[src/rtl/tbce_pkg.sv]
// Shared types and constants for the per-bit line word change detector.
`default_nettype none
package tbce_pkg;

    // Number of streams that keep a previous word.
    localparam int unsigned NUM_STREAMS = 8;

    // Field widths.
    localparam int unsigned STREAM_W = 3;
    localparam int unsigned WORD_W   = 64;
    localparam int unsigned SAMPLE_W = 63;
    localparam int unsigned BIT_W    = 6;
    localparam int unsigned COUNT_W  = 7;

    // Bit count after reset: all bits of the word generate events.
    localparam logic [COUNT_W-1:0] COUNT_RESET = 7'd64;
    localparam logic [COUNT_W-1:0] COUNT_FULL  = 7'd64;

    // One input sample.
    typedef struct packed {
        logic [STREAM_W-1:0] stream_index;
        logic [WORD_W-1:0]   line_word;
        logic [SAMPLE_W-1:0] sample_number;
    } t_in_item;

    // One change event.
    typedef struct packed {
        logic [STREAM_W-1:0] event_stream;
        logic [SAMPLE_W-1:0] event_sample;
        logic [BIT_W-1:0]    bit_index;
        logic                bit_level;
        logic [WORD_W-1:0]   full_word;
        logic                last_event;
    } t_out_item;

    // Sample with its mask of bits that still have to produce events.
    typedef struct packed {
        logic [STREAM_W-1:0] stream;
        logic [SAMPLE_W-1:0] sample;
        logic [WORD_W-1:0]   word;
        logic [WORD_W-1:0]   mask;
    } t_work;

endpackage : tbce_pkg
`default_nettype wire

[src/rtl/tbce_detect.sv]
// Previous word store per stream and changed-bit mask computation.
`default_nettype none
module tbce_detect (
    input  wire logic                    i_clk,
    input  wire logic                    i_rst_n,
    input  wire logic                    i_accept,
    input  wire tbce_pkg::t_in_item      i_item,
    input  wire logic [tbce_pkg::COUNT_W-1:0] i_bit_count,
    output tbce_pkg::t_work              o_work
);
    import tbce_pkg::*;

    logic [WORD_W-1:0] r_prev [NUM_STREAMS];
    logic [WORD_W-1:0] limit_mask;
    logic [WORD_W-1:0] changed;
    logic              stream_ok;

    // Streams beyond the configured count are ignored entirely.
    assign stream_ok = (32'(i_item.stream_index) < NUM_STREAMS);

    // Mask of the low bits that are allowed to produce events.
    assign limit_mask = (i_bit_count >= COUNT_FULL) ? {WORD_W{1'b1}}
                      : ~({WORD_W{1'b1}} << i_bit_count[BIT_W-1:0]);

    assign changed = i_item.line_word ^ r_prev[i_item.stream_index];

    // Work item for the event emitter.
    always_comb begin
        o_work.stream = i_item.stream_index;
        o_work.sample = i_item.sample_number;
        o_work.word   = i_item.line_word;
        o_work.mask   = stream_ok ? (changed & limit_mask) : '0;
    end

    // The new word always replaces the stream's previous word on a transfer.
    always_ff @(posedge i_clk) begin
        if (!i_rst_n) begin
            for (int s = 0; s < NUM_STREAMS; s++) begin
                r_prev[s] <= '0;
            end
        end else if (i_accept && stream_ok) begin
            r_prev[i_item.stream_index] <= i_item.line_word;
        end
    end

endmodule : tbce_detect
`default_nettype wire

[src/rtl/tbce_emit.sv]
// Work register and output register that issue one change event per cycle while the output is not stalled.
`default_nettype none
module tbce_emit (
    input  wire logic                    i_clk,
    input  wire logic                    i_rst_n,
    input  wire logic                    i_in_valid,
    input  wire tbce_pkg::t_work         i_work,
    output logic                         o_busy,
    output logic                         o_out_valid,
    input  wire logic                    i_out_stall,
    output tbce_pkg::t_out_item          o_out_item
);
    import tbce_pkg::*;

    logic              r_w_valid;
    t_work             r_w;
    logic              r_out_valid;
    t_out_item         r_out;

    logic [WORD_W-1:0] low_bit;
    logic [WORD_W-1:0] rest;
    logic [BIT_W-1:0]  low_idx;
    logic              out_load;
    logic              issue;
    logic              w_done;
    logic              accept;

    // Lowest pending bit and the mask that remains after it.
    assign low_bit = r_w.mask & (~r_w.mask + 64'd1);
    assign rest    = r_w.mask & ~low_bit;

    always_comb begin
        low_idx = '0;
        for (int b = 0; b < WORD_W; b++) begin
            if (low_bit[b]) begin
                low_idx = low_idx | BIT_W'(b);
            end
        end
    end

    // Handshake: the output register loads when empty or being taken.
    assign out_load = !r_out_valid || !i_out_stall;
    assign issue    = r_w_valid && out_load;
    assign w_done   = issue && (rest == '0);
    assign o_busy   = r_w_valid && !w_done;
    assign accept   = i_in_valid && !o_busy;

    // Work register: holds a sample until all its events are issued.
    always_ff @(posedge i_clk) begin
        if (!i_rst_n) begin
            r_w_valid <= 1'b0;
        end else begin
            if (w_done) begin
                r_w_valid <= 1'b0;
            end
            if (accept) begin
                r_w_valid <= (i_work.mask != '0);
            end
        end
    end

    always_ff @(posedge i_clk) begin
        if (accept) begin
            r_w <= i_work;
        end else if (issue) begin
            r_w.mask <= rest;
        end
    end

    // Output register for one event.
    always_ff @(posedge i_clk) begin
        if (!i_rst_n) begin
            r_out_valid <= 1'b0;
        end else if (issue) begin
            r_out_valid <= 1'b1;
        end else if (!i_out_stall) begin
            r_out_valid <= 1'b0;
        end
    end

    always_ff @(posedge i_clk) begin
        if (issue) begin
            r_out.event_stream <= r_w.stream;
            r_out.event_sample <= r_w.sample;
            r_out.bit_index    <= low_idx;
            r_out.bit_level    <= r_w.word[low_idx];
            r_out.full_word    <= r_w.word;
            r_out.last_event   <= (rest == '0);
        end
    end

    assign o_out_valid = r_out_valid;
    assign o_out_item  = r_out;

endmodule : tbce_emit
`default_nettype wire

[src/rtl/ttl_word_bit_change_events_top.sv]
// Top level of the per-bit line word change event generator.
//
// Input channel: one transfer carries a stream index, a 64-bit line word and
// its sample number. The word is compared with the stream's previous word,
// and the new word is stored at the transfer edge, so a sample of the same
// stream may follow in the very next cycle.
// Output channel: one transfer per event, lowest changed bit first, with the
// final event of a sample flagged as last. Only bits below the configured
// bit count produce events.
// Flow: the first event of a sample passes through the work register and then
// the output register before it is presented. A sample with no events never
// stalls the input, and neither does one with a single event while the output
// is not stalled; a sample with more events occupies the work register until
// its last event issues, one event per cycle while the output is not stalled.
// When the receiver stalls, the output register holds its event and the
// input channel stalls once the work register cannot drain.
// Configuration: the bit count register accepts a write in any cycle and
// should be written only while the block is idle.
// Reset: all previous words clear to zero, the bit count returns to 64 and
// both channels are empty.
`default_nettype none
module ttl_word_bit_change_events_top (
    input  wire logic                    i_clk,
    input  wire logic                    i_rst_n,
    input  wire logic                    i_in_valid,
    output logic                         o_in_stall,
    input  wire tbce_pkg::t_in_item      i_in_item,
    output logic                         o_out_valid,
    input  wire logic                    i_out_stall,
    output tbce_pkg::t_out_item          o_out_item,
    input  wire logic                    i_cfg_valid,
    output logic                         o_cfg_ready,
    input  wire logic [tbce_pkg::COUNT_W-1:0] i_cfg_data
);
    import tbce_pkg::*;

    logic [COUNT_W-1:0] r_bit_count;
    logic               busy;
    logic               in_accept;
    t_work              work;

    // Configuration register, always ready.
    assign o_cfg_ready = 1'b1;

    always_ff @(posedge i_clk) begin
        if (!i_rst_n) begin
            r_bit_count <= COUNT_RESET;
        end else if (i_cfg_valid && o_cfg_ready) begin
            r_bit_count <= i_cfg_data;
        end
    end

    assign o_in_stall = busy;
    assign in_accept  = i_in_valid && !busy;

    tbce_detect u_detect (
        .i_clk       (i_clk),
        .i_rst_n     (i_rst_n),
        .i_accept    (in_accept),
        .i_item      (i_in_item),
        .i_bit_count (r_bit_count),
        .o_work      (work)
    );

    tbce_emit u_emit (
        .i_clk       (i_clk),
        .i_rst_n     (i_rst_n),
        .i_in_valid  (i_in_valid),
        .i_work      (work),
        .o_busy      (busy),
        .o_out_valid (o_out_valid),
        .i_out_stall (i_out_stall),
        .o_out_item  (o_out_item)
    );

endmodule : ttl_word_bit_change_events_top
`default_nettype wire
[config.mk]
export PLATFORM = sky130hd
export DESIGN_NAME = ttl_word_bit_change_events_top
export DESIGN_NICKNAME = d
export VERILOG_FILES = /design/src/rtl/tbce_pkg.sv /design/src/rtl/tbce_detect.sv /design/src/rtl/tbce_emit.sv /design/src/rtl/ttl_word_bit_change_events_top.sv
export SDC_FILE = /design/constraint.sdc
export NUM_CORES = 1
export LEC_CHECK = 0
export BUFFER_PORTS_ARGS = -buffer_cell sky130_fd_sc_hd__buf_2
export CAP_MARGIN = 40
export CORE_MARGIN = 2
export CORE_UTILIZATION = 30
export CTS_CLUSTER_DIAMETER = 60
export DETAILED_ROUTE_END_ITERATION = 8
export GPL_TIMING_DRIVEN = 0
export PLACE_DENSITY_LB_ADDON = 0.08
export SLEW_MARGIN = 20
export SYNTH_ARGS = -nofsm -noshare
export SYNTH_HDL_FRONTEND = slang
export SYNTH_SLANG_ARGS = --single-unit
[constraint.sdc]
create_clock -name i_clk -period 19.1 [get_ports i_clk]
set_input_delay 3.82 -clock i_clk [delete_from_list [all_inputs] [get_ports i_clk]]
set_output_delay 3.82 -clock i_clk [all_outputs]
set_load 0.01 [all_outputs]
# Word level (Yosys, flattened, before mapping)
# Memory sizes are Yosys's and may differ from the RTL's.
# Cells that the tools add are included.
[totals] register_bits=341 ram_bits=512 inputBits=142 out_inout_bits=141 elab_cells=128 memories=1
[memory_table] name="u_detect.r_prev" depth=8 width=64 rd=1 rd_clocked_by_memory_dff=0 wr=8 line="tbce_detect.sv:13" text="logic [WORD_W-1:0] r_prev [NUM_STREAMS];"
[op_classes] addsub=1 order_cmp=2 eq_ne=3 n_shift=1 mux=87 bitwise_logic=7 reduce_logical=13
[op_table] op="64-bit two-way mux" count=5
[op_table] op="64-bit AND" count=3
[op_table] op="6-bit two-way mux" count=32
[op_table] op="64-bit NOT" count=3
[op_table] op="5-bit two-way mux" count=16
[op_table] op="64-bit by 1-bit adder with 64-bit output (second input constant)" count=1
[op_table] op="64-bit zero test" count=1
[op_table] op="64-bit nonzero test" count=1
[op_table] op="64-bit OR reduction" count=1
[op_table] op="64-bit by 6-bit left shift with 64-bit output (first input constant)" count=1
[op_table] op="64-bit bitwise XOR" count=1
[op_table] op="4-bit two-way mux" count=8
[op_table] op="1-bit two-way mux" count=16
[op_table] op="3-bit two-way mux" count=5
[op_table] op="7-bit two-way mux" count=2
[op_table] op="7-bit >= comparator (second input constant)" count=1
[op_table] op="6-bit by 7-bit less-than comparator with 1-bit output (second input constant)" count=1
[op_table] op="1-bit binary-select mux with 6-bit select" count=1
[op_table] op="1-bit logical AND" count=4
[op_table] op="1-bit zero test" count=4
[op_table] op="2-bit two-way mux" count=2
[op_table] op="3-bit by 1-bit inequality test with 1-bit output (second input constant)" count=1
[op_table] op="3-bit by 2-bit inequality test with 1-bit output (second input constant)" count=1
[op_table] op="2-bit by 1-bit inequality test with 1-bit output (second input constant)" count=1
[op_table] op="2 further kinds" count=2

# Longest topological paths before layout
[logic_depth] ltp_word=68 mapped_depth=16 ltp_nobuf=12

# By module
# A second synthesis with hierarchy kept.
[unflattened] hier_cells=2919 area_unflattened_um2=39369.0
[by_module_without_submodules] mod="tbce_detect" instances=1 cells_per_inst=1876 area_per_inst_um2=24594.8 seq_area_each_um2=15374.7
[by_module_without_submodules] mod="tbce_emit" instances=1 cells_per_inst=1018 area_per_inst_um2=14493.9 seq_area_each_um2=10009.6
[by_module_without_submodules] mod="ttl_word_bit_change_events_top" instances=1 cells_per_inst=25 area_per_inst_um2=280.3 seq_area_each_um2=140.1

# Worst setup path after synthesis
# OpenSTA, ideal clock, no wires.
[synth_path] path_type="input -> register" startpoint="input i_out_stall" endpoint="register u_emit.r_w[0] (netlist name), enable pin" setup_ns=0.430 t_arrival_ns=8.847 t_required_ns=18.670 slack_ns=9.823 stages=3 n_path_buf=0 cell_sequence="nand2_1 -> and2_1 -> nand2b_1"
[synth_via] elab_chain_len=9
[synth_rtl] element="start: declaration" line="ttl_word_bit_change_events_top.sv:29" text="input wire logic i_out_stall,"
[synth_rtl] element="1-bit zero test *" line="tbce_emit.sv:42" text="assign out_load = !r_out_valid || !i_out_stall;"
[synth_rtl] element="1-bit logical OR *" line="tbce_emit.sv:42"
[synth_rtl] element="1-bit logical AND *" line="tbce_emit.sv:43" text="assign issue = r_w_valid && out_load;"
[synth_rtl] element="named net u_emit.issue" line="tbce_emit.sv:24" text="logic issue;"
[synth_rtl] element="1-bit logical AND" line="tbce_emit.sv:44" text="assign w_done = issue && (rest == '0);"
[synth_rtl] element="1-bit zero test" line="tbce_emit.sv:45" text="assign o_busy = r_w_valid && !w_done;"
[synth_rtl] element="1-bit logical AND" line="tbce_emit.sv:45"
[synth_rtl] element="1-bit zero test" line="tbce_emit.sv:46" text="assign accept = i_in_valid && !o_busy;"
[synth_rtl] element="1-bit logical AND" line="tbce_emit.sv:46"
[synth_rtl] element="2-bit nonzero test (no line) *"
[synth_rtl] element="end signal: assignment" line="tbce_emit.sv:64" text="r_w <= i_work;"
[synth_rtl] element="end: declaration" line="tbce_emit.sv:16" text="t_work r_w;"
# Mark *: on every way through the listed nets, which the timed path passes. The rest lies on a longest branch.
# A chain may end at the register's enable or synchronous reset.

# Final worst setup path
[layout_path] startpoint="register u_emit.r_w[3] (netlist name)" endpoint="output o_in_stall"
[layout_via] elab_chain_len=9
[layout_rtl] element="64-bit NOT" line="tbce_emit.sv:29" text="assign low_bit = r_w.mask & (~r_w.mask + 64'd1);"
[layout_rtl] element="64-bit by 1-bit adder with 64-bit output" line="tbce_emit.sv:29"
[layout_rtl] element="64-bit AND" line="tbce_emit.sv:29"
[layout_rtl] element="64-bit NOT" line="tbce_emit.sv:30" text="assign rest = r_w.mask & ~low_bit;"
[layout_rtl] element="64-bit AND *" line="tbce_emit.sv:30"
[layout_rtl] element="64-bit zero test *" line="tbce_emit.sv:44"
[layout_rtl] element="1-bit logical AND *" line="tbce_emit.sv:44"
[layout_rtl] element="1-bit zero test *" line="tbce_emit.sv:45"
[layout_rtl] element="1-bit logical AND *" line="tbce_emit.sv:45"
[layout_rtl] element="end: declaration" line="ttl_word_bit_change_events_top.sv:26" text="output logic o_in_stall,"
# Every way passes the cells marked *; elsewhere a longest branch is shown, timed or not.

==> impl_metrics.ini <==
[cells_and_area]
syn_to_final_growth_pct = 21.7
final_util = 0.369
nNetsFinal = 3314
fillers = 11477
drive_above_1_share = 0.185

[sta]
finalClockSkew_ns = 0.0385
finalCritPeriodShare = 0.530
timing.setup.tns_ns = 0
fmax_ghz = 0.0988
finalSetupViolations = 0
setup_slack_ns = 8.98
slew_headroom = 0.408
rsz0062_at_grt = no
period_needed_ns = 10.12
worst_pin_slew_ns = 0.888
whs_ns = 0.416
slew_violations = 0
report.final.hold_viol_count = 0

[detailed_routing]
via_count = 26230
drt.antenna.violating_nets = 0
drt_iter0_markers = 2979
viasPerCell = 5.40
drc = 0
wl_per_cell_um = 31.1
drt-total-wl_um = 151000
dr.pass1.iters = 5

[clock_network]
post-cts-setup-buffers = 0
root_buffer = clkbuf_16
worstSkewPairLatency_ns = 0.70
holdBufCountCts = 0
cts_buffers = 104
cts_resized = 0
htree_levels = 3
cts_tree = yes
cts.clk_slew.worst_paths_ns = 0.05
cts_buffer_depth = 3
clock-sinks = 853

[global_route]
antenna_found_initial = 3
grt_overflow = 0
grt_pass1_wl_um = 207000
track_usage = 0.243
grt_max_degree = 101
first_global_vias = 26197

[worst_setup_path]
cpPeakStageDelay_ns = 0.87
path_class = register to output pin
arrival_ns = 6.30
worstSetupEndpointType = output pin
critPathRequiredTime_ns = 15.28
crit_slowest_cell = o21ai_0
crit_fanout = 10
path_cells = or4_1, nor4_1, nand3_1, o21ai_0, nand4_1, nor4bb_1, nand4_1, o31ai_4, inv_1, buf_2
cpMostUsedCell = nand4_1
r2r_slack_ns = 11.54
startpoint_type = register

[power]
peakVddDrop_mv = 0.0737
p_leak_uw = 0.0151
power.density_nw_per_um2 = 107

[place]
dp_hpwl_um = 109000
gp_congestion = 0.920
place_ws_ns = 9.70
port_buffers = 278

[logic_synthesis]
netlist_top_cells_count = 844 x edfxtp_1, 564 x nor2_1, 237 x a22oi_1
ys_seq_area_frac = 0.711
synth.most_common_cell = edfxtp_1
synth-async-reset-ratio = 0
synth_edf_count = 844
synth_cell_type_count = 73
synthTopCellsByArea = edfxtp_1 71%, nor2_1 5.9%, a22oi_1 5.0%, xor2_1 1.6%, nand2_1 1.5%
syn_area_per_cell_um2 = 13.2
synth_ff_type = edfxtp_1
syn_area_um2 = 35900
synthCells = 2719
yosys.area.top_type = edfxtp_1
yosysTopAreaCellShare = 0.706
ys.warnings.count = 0
ys_ff_latch = 853
synth_nets = 2861

[floorplan]
io_pins = 283
die-height_um = 350
initial_utilization = 0.303
coreArea_um2 = 118000
dieWidth_um = 350
num_rows = 126
dieArea_um2 = 122000

[run_status]
outcome = finished clean

[worst_hold_path]
holdCritPathClass = register to register

[job]
cap_violations = 0
==> placed cells by master (no fill, tap or decap), types with 29 or more instances in the layout <==
cell	netlist	layout
o21ai_1	29	29
clkbuf_16	0	107
nand4_1	88	88
edfxtp_1	844	844
buf_6	0	31
o21ai_0	43	43
a22oi_1	237	237
nand2_1	148	140
nor2_1	564	563
nand3_1	79	79
buf_2	50	335
clkbuf_1	115	128
mux2i_1	50	50
o211ai_1	30	30
xor2_1	64	64
nor4_1	33	33
==> state kept, by name, summed over array words and instances, names as in the netlist <==
signal	count
u_emit.r_w	194
u_emit.o_out_item	138
r_bit_count	7
u_detect.r_prev	512
u_emit.r_w_valid	1
u_emit.o_out_valid	1
==> area by class of cell <==
type                       count  area, um^2  share of cell area
tap                         1600        2000              0.0459
clock buffer                 134        2780              0.0637
antenna                        1        2.50           0.0000573
inverter                      22        90.1             0.00206
sequential                   853       25500               0.585
buffer                       184         779              0.0179
timing repair buffer         347        2430              0.0557
clock inverter                55         457              0.0105
multi-input combinational   1660        9590               0.220
==> cell families (layout without fill, tap and decap cells) <==
logic type	count (synthesis)	in the layout	synth area share
and+or+nand+nor	1038	1038	0.130
xor gates and xnor gates	64	64	0.0156
AOI/OAI and AO/OA	482	482	0.0974
adders and majority gates	4	4	0.00112
DFF	853	853	0.711
buffers and inverters	206	742	0.0234
muxes	71	71	0.0205
other	1	2	0.000105
==> per-layer routing <==
layer	vias up	GRT usage	routed length (um)	share of wire
met5	-	0	13	0.000086
met4	2	0.0920	5650	0.037
met3	218	0.0350	10200	0.068
met2	1211	0.404	72600	0.48
met1	13488	0.321	62600	0.41
li1	11311	-	-	-
==> where the power goes <==
part	total, uW	switching, uW	internal (uW)
sequential	2240	55.9	2190
combinational	545	398	147
clock	1880	792	1090
==> metrics by stage <==
| stage | total power, uW | instances | area, um^2 |
|---|---|---|---|
| after global placement | 2810 | 4597 | 39300 |
| after floorplan | 2520 | 2719 | 35900 |
| after global routing | 4820 | 4856 | 43700 |
| final | 4670 | 4856 | 43700 |
| after CTS | 4700 | 4851 | 43600 |
| after detailed placement | 2820 | 4662 | 40400 |
==> path summary, 6_finish.rpt <==
check	from	endpoint	cells after the start
setup / recovery	u_emit.r_w[3]	o_in_stall	10
hold / removal	u_emit.r_w[161]	u_emit.o_out_item[105]	0
setup reg to reg	u_emit.r_w[3]	u_detect.r_prev[5][32]	14
hold reg to reg	u_emit.r_w[161]	u_emit.o_out_item[105]	0
==> worst max-delay path: cells and delay by family, from the launching register on <==
family | cells | cell delay [ns]
and+or+nand+nor | 6 | 3.16
buffers and inverters | 2 | 0.33
AOI/OAI and AO/OA | 2 | 1.64
DFF | 1 | 0.48
Power figures use the tool's default switching activity.
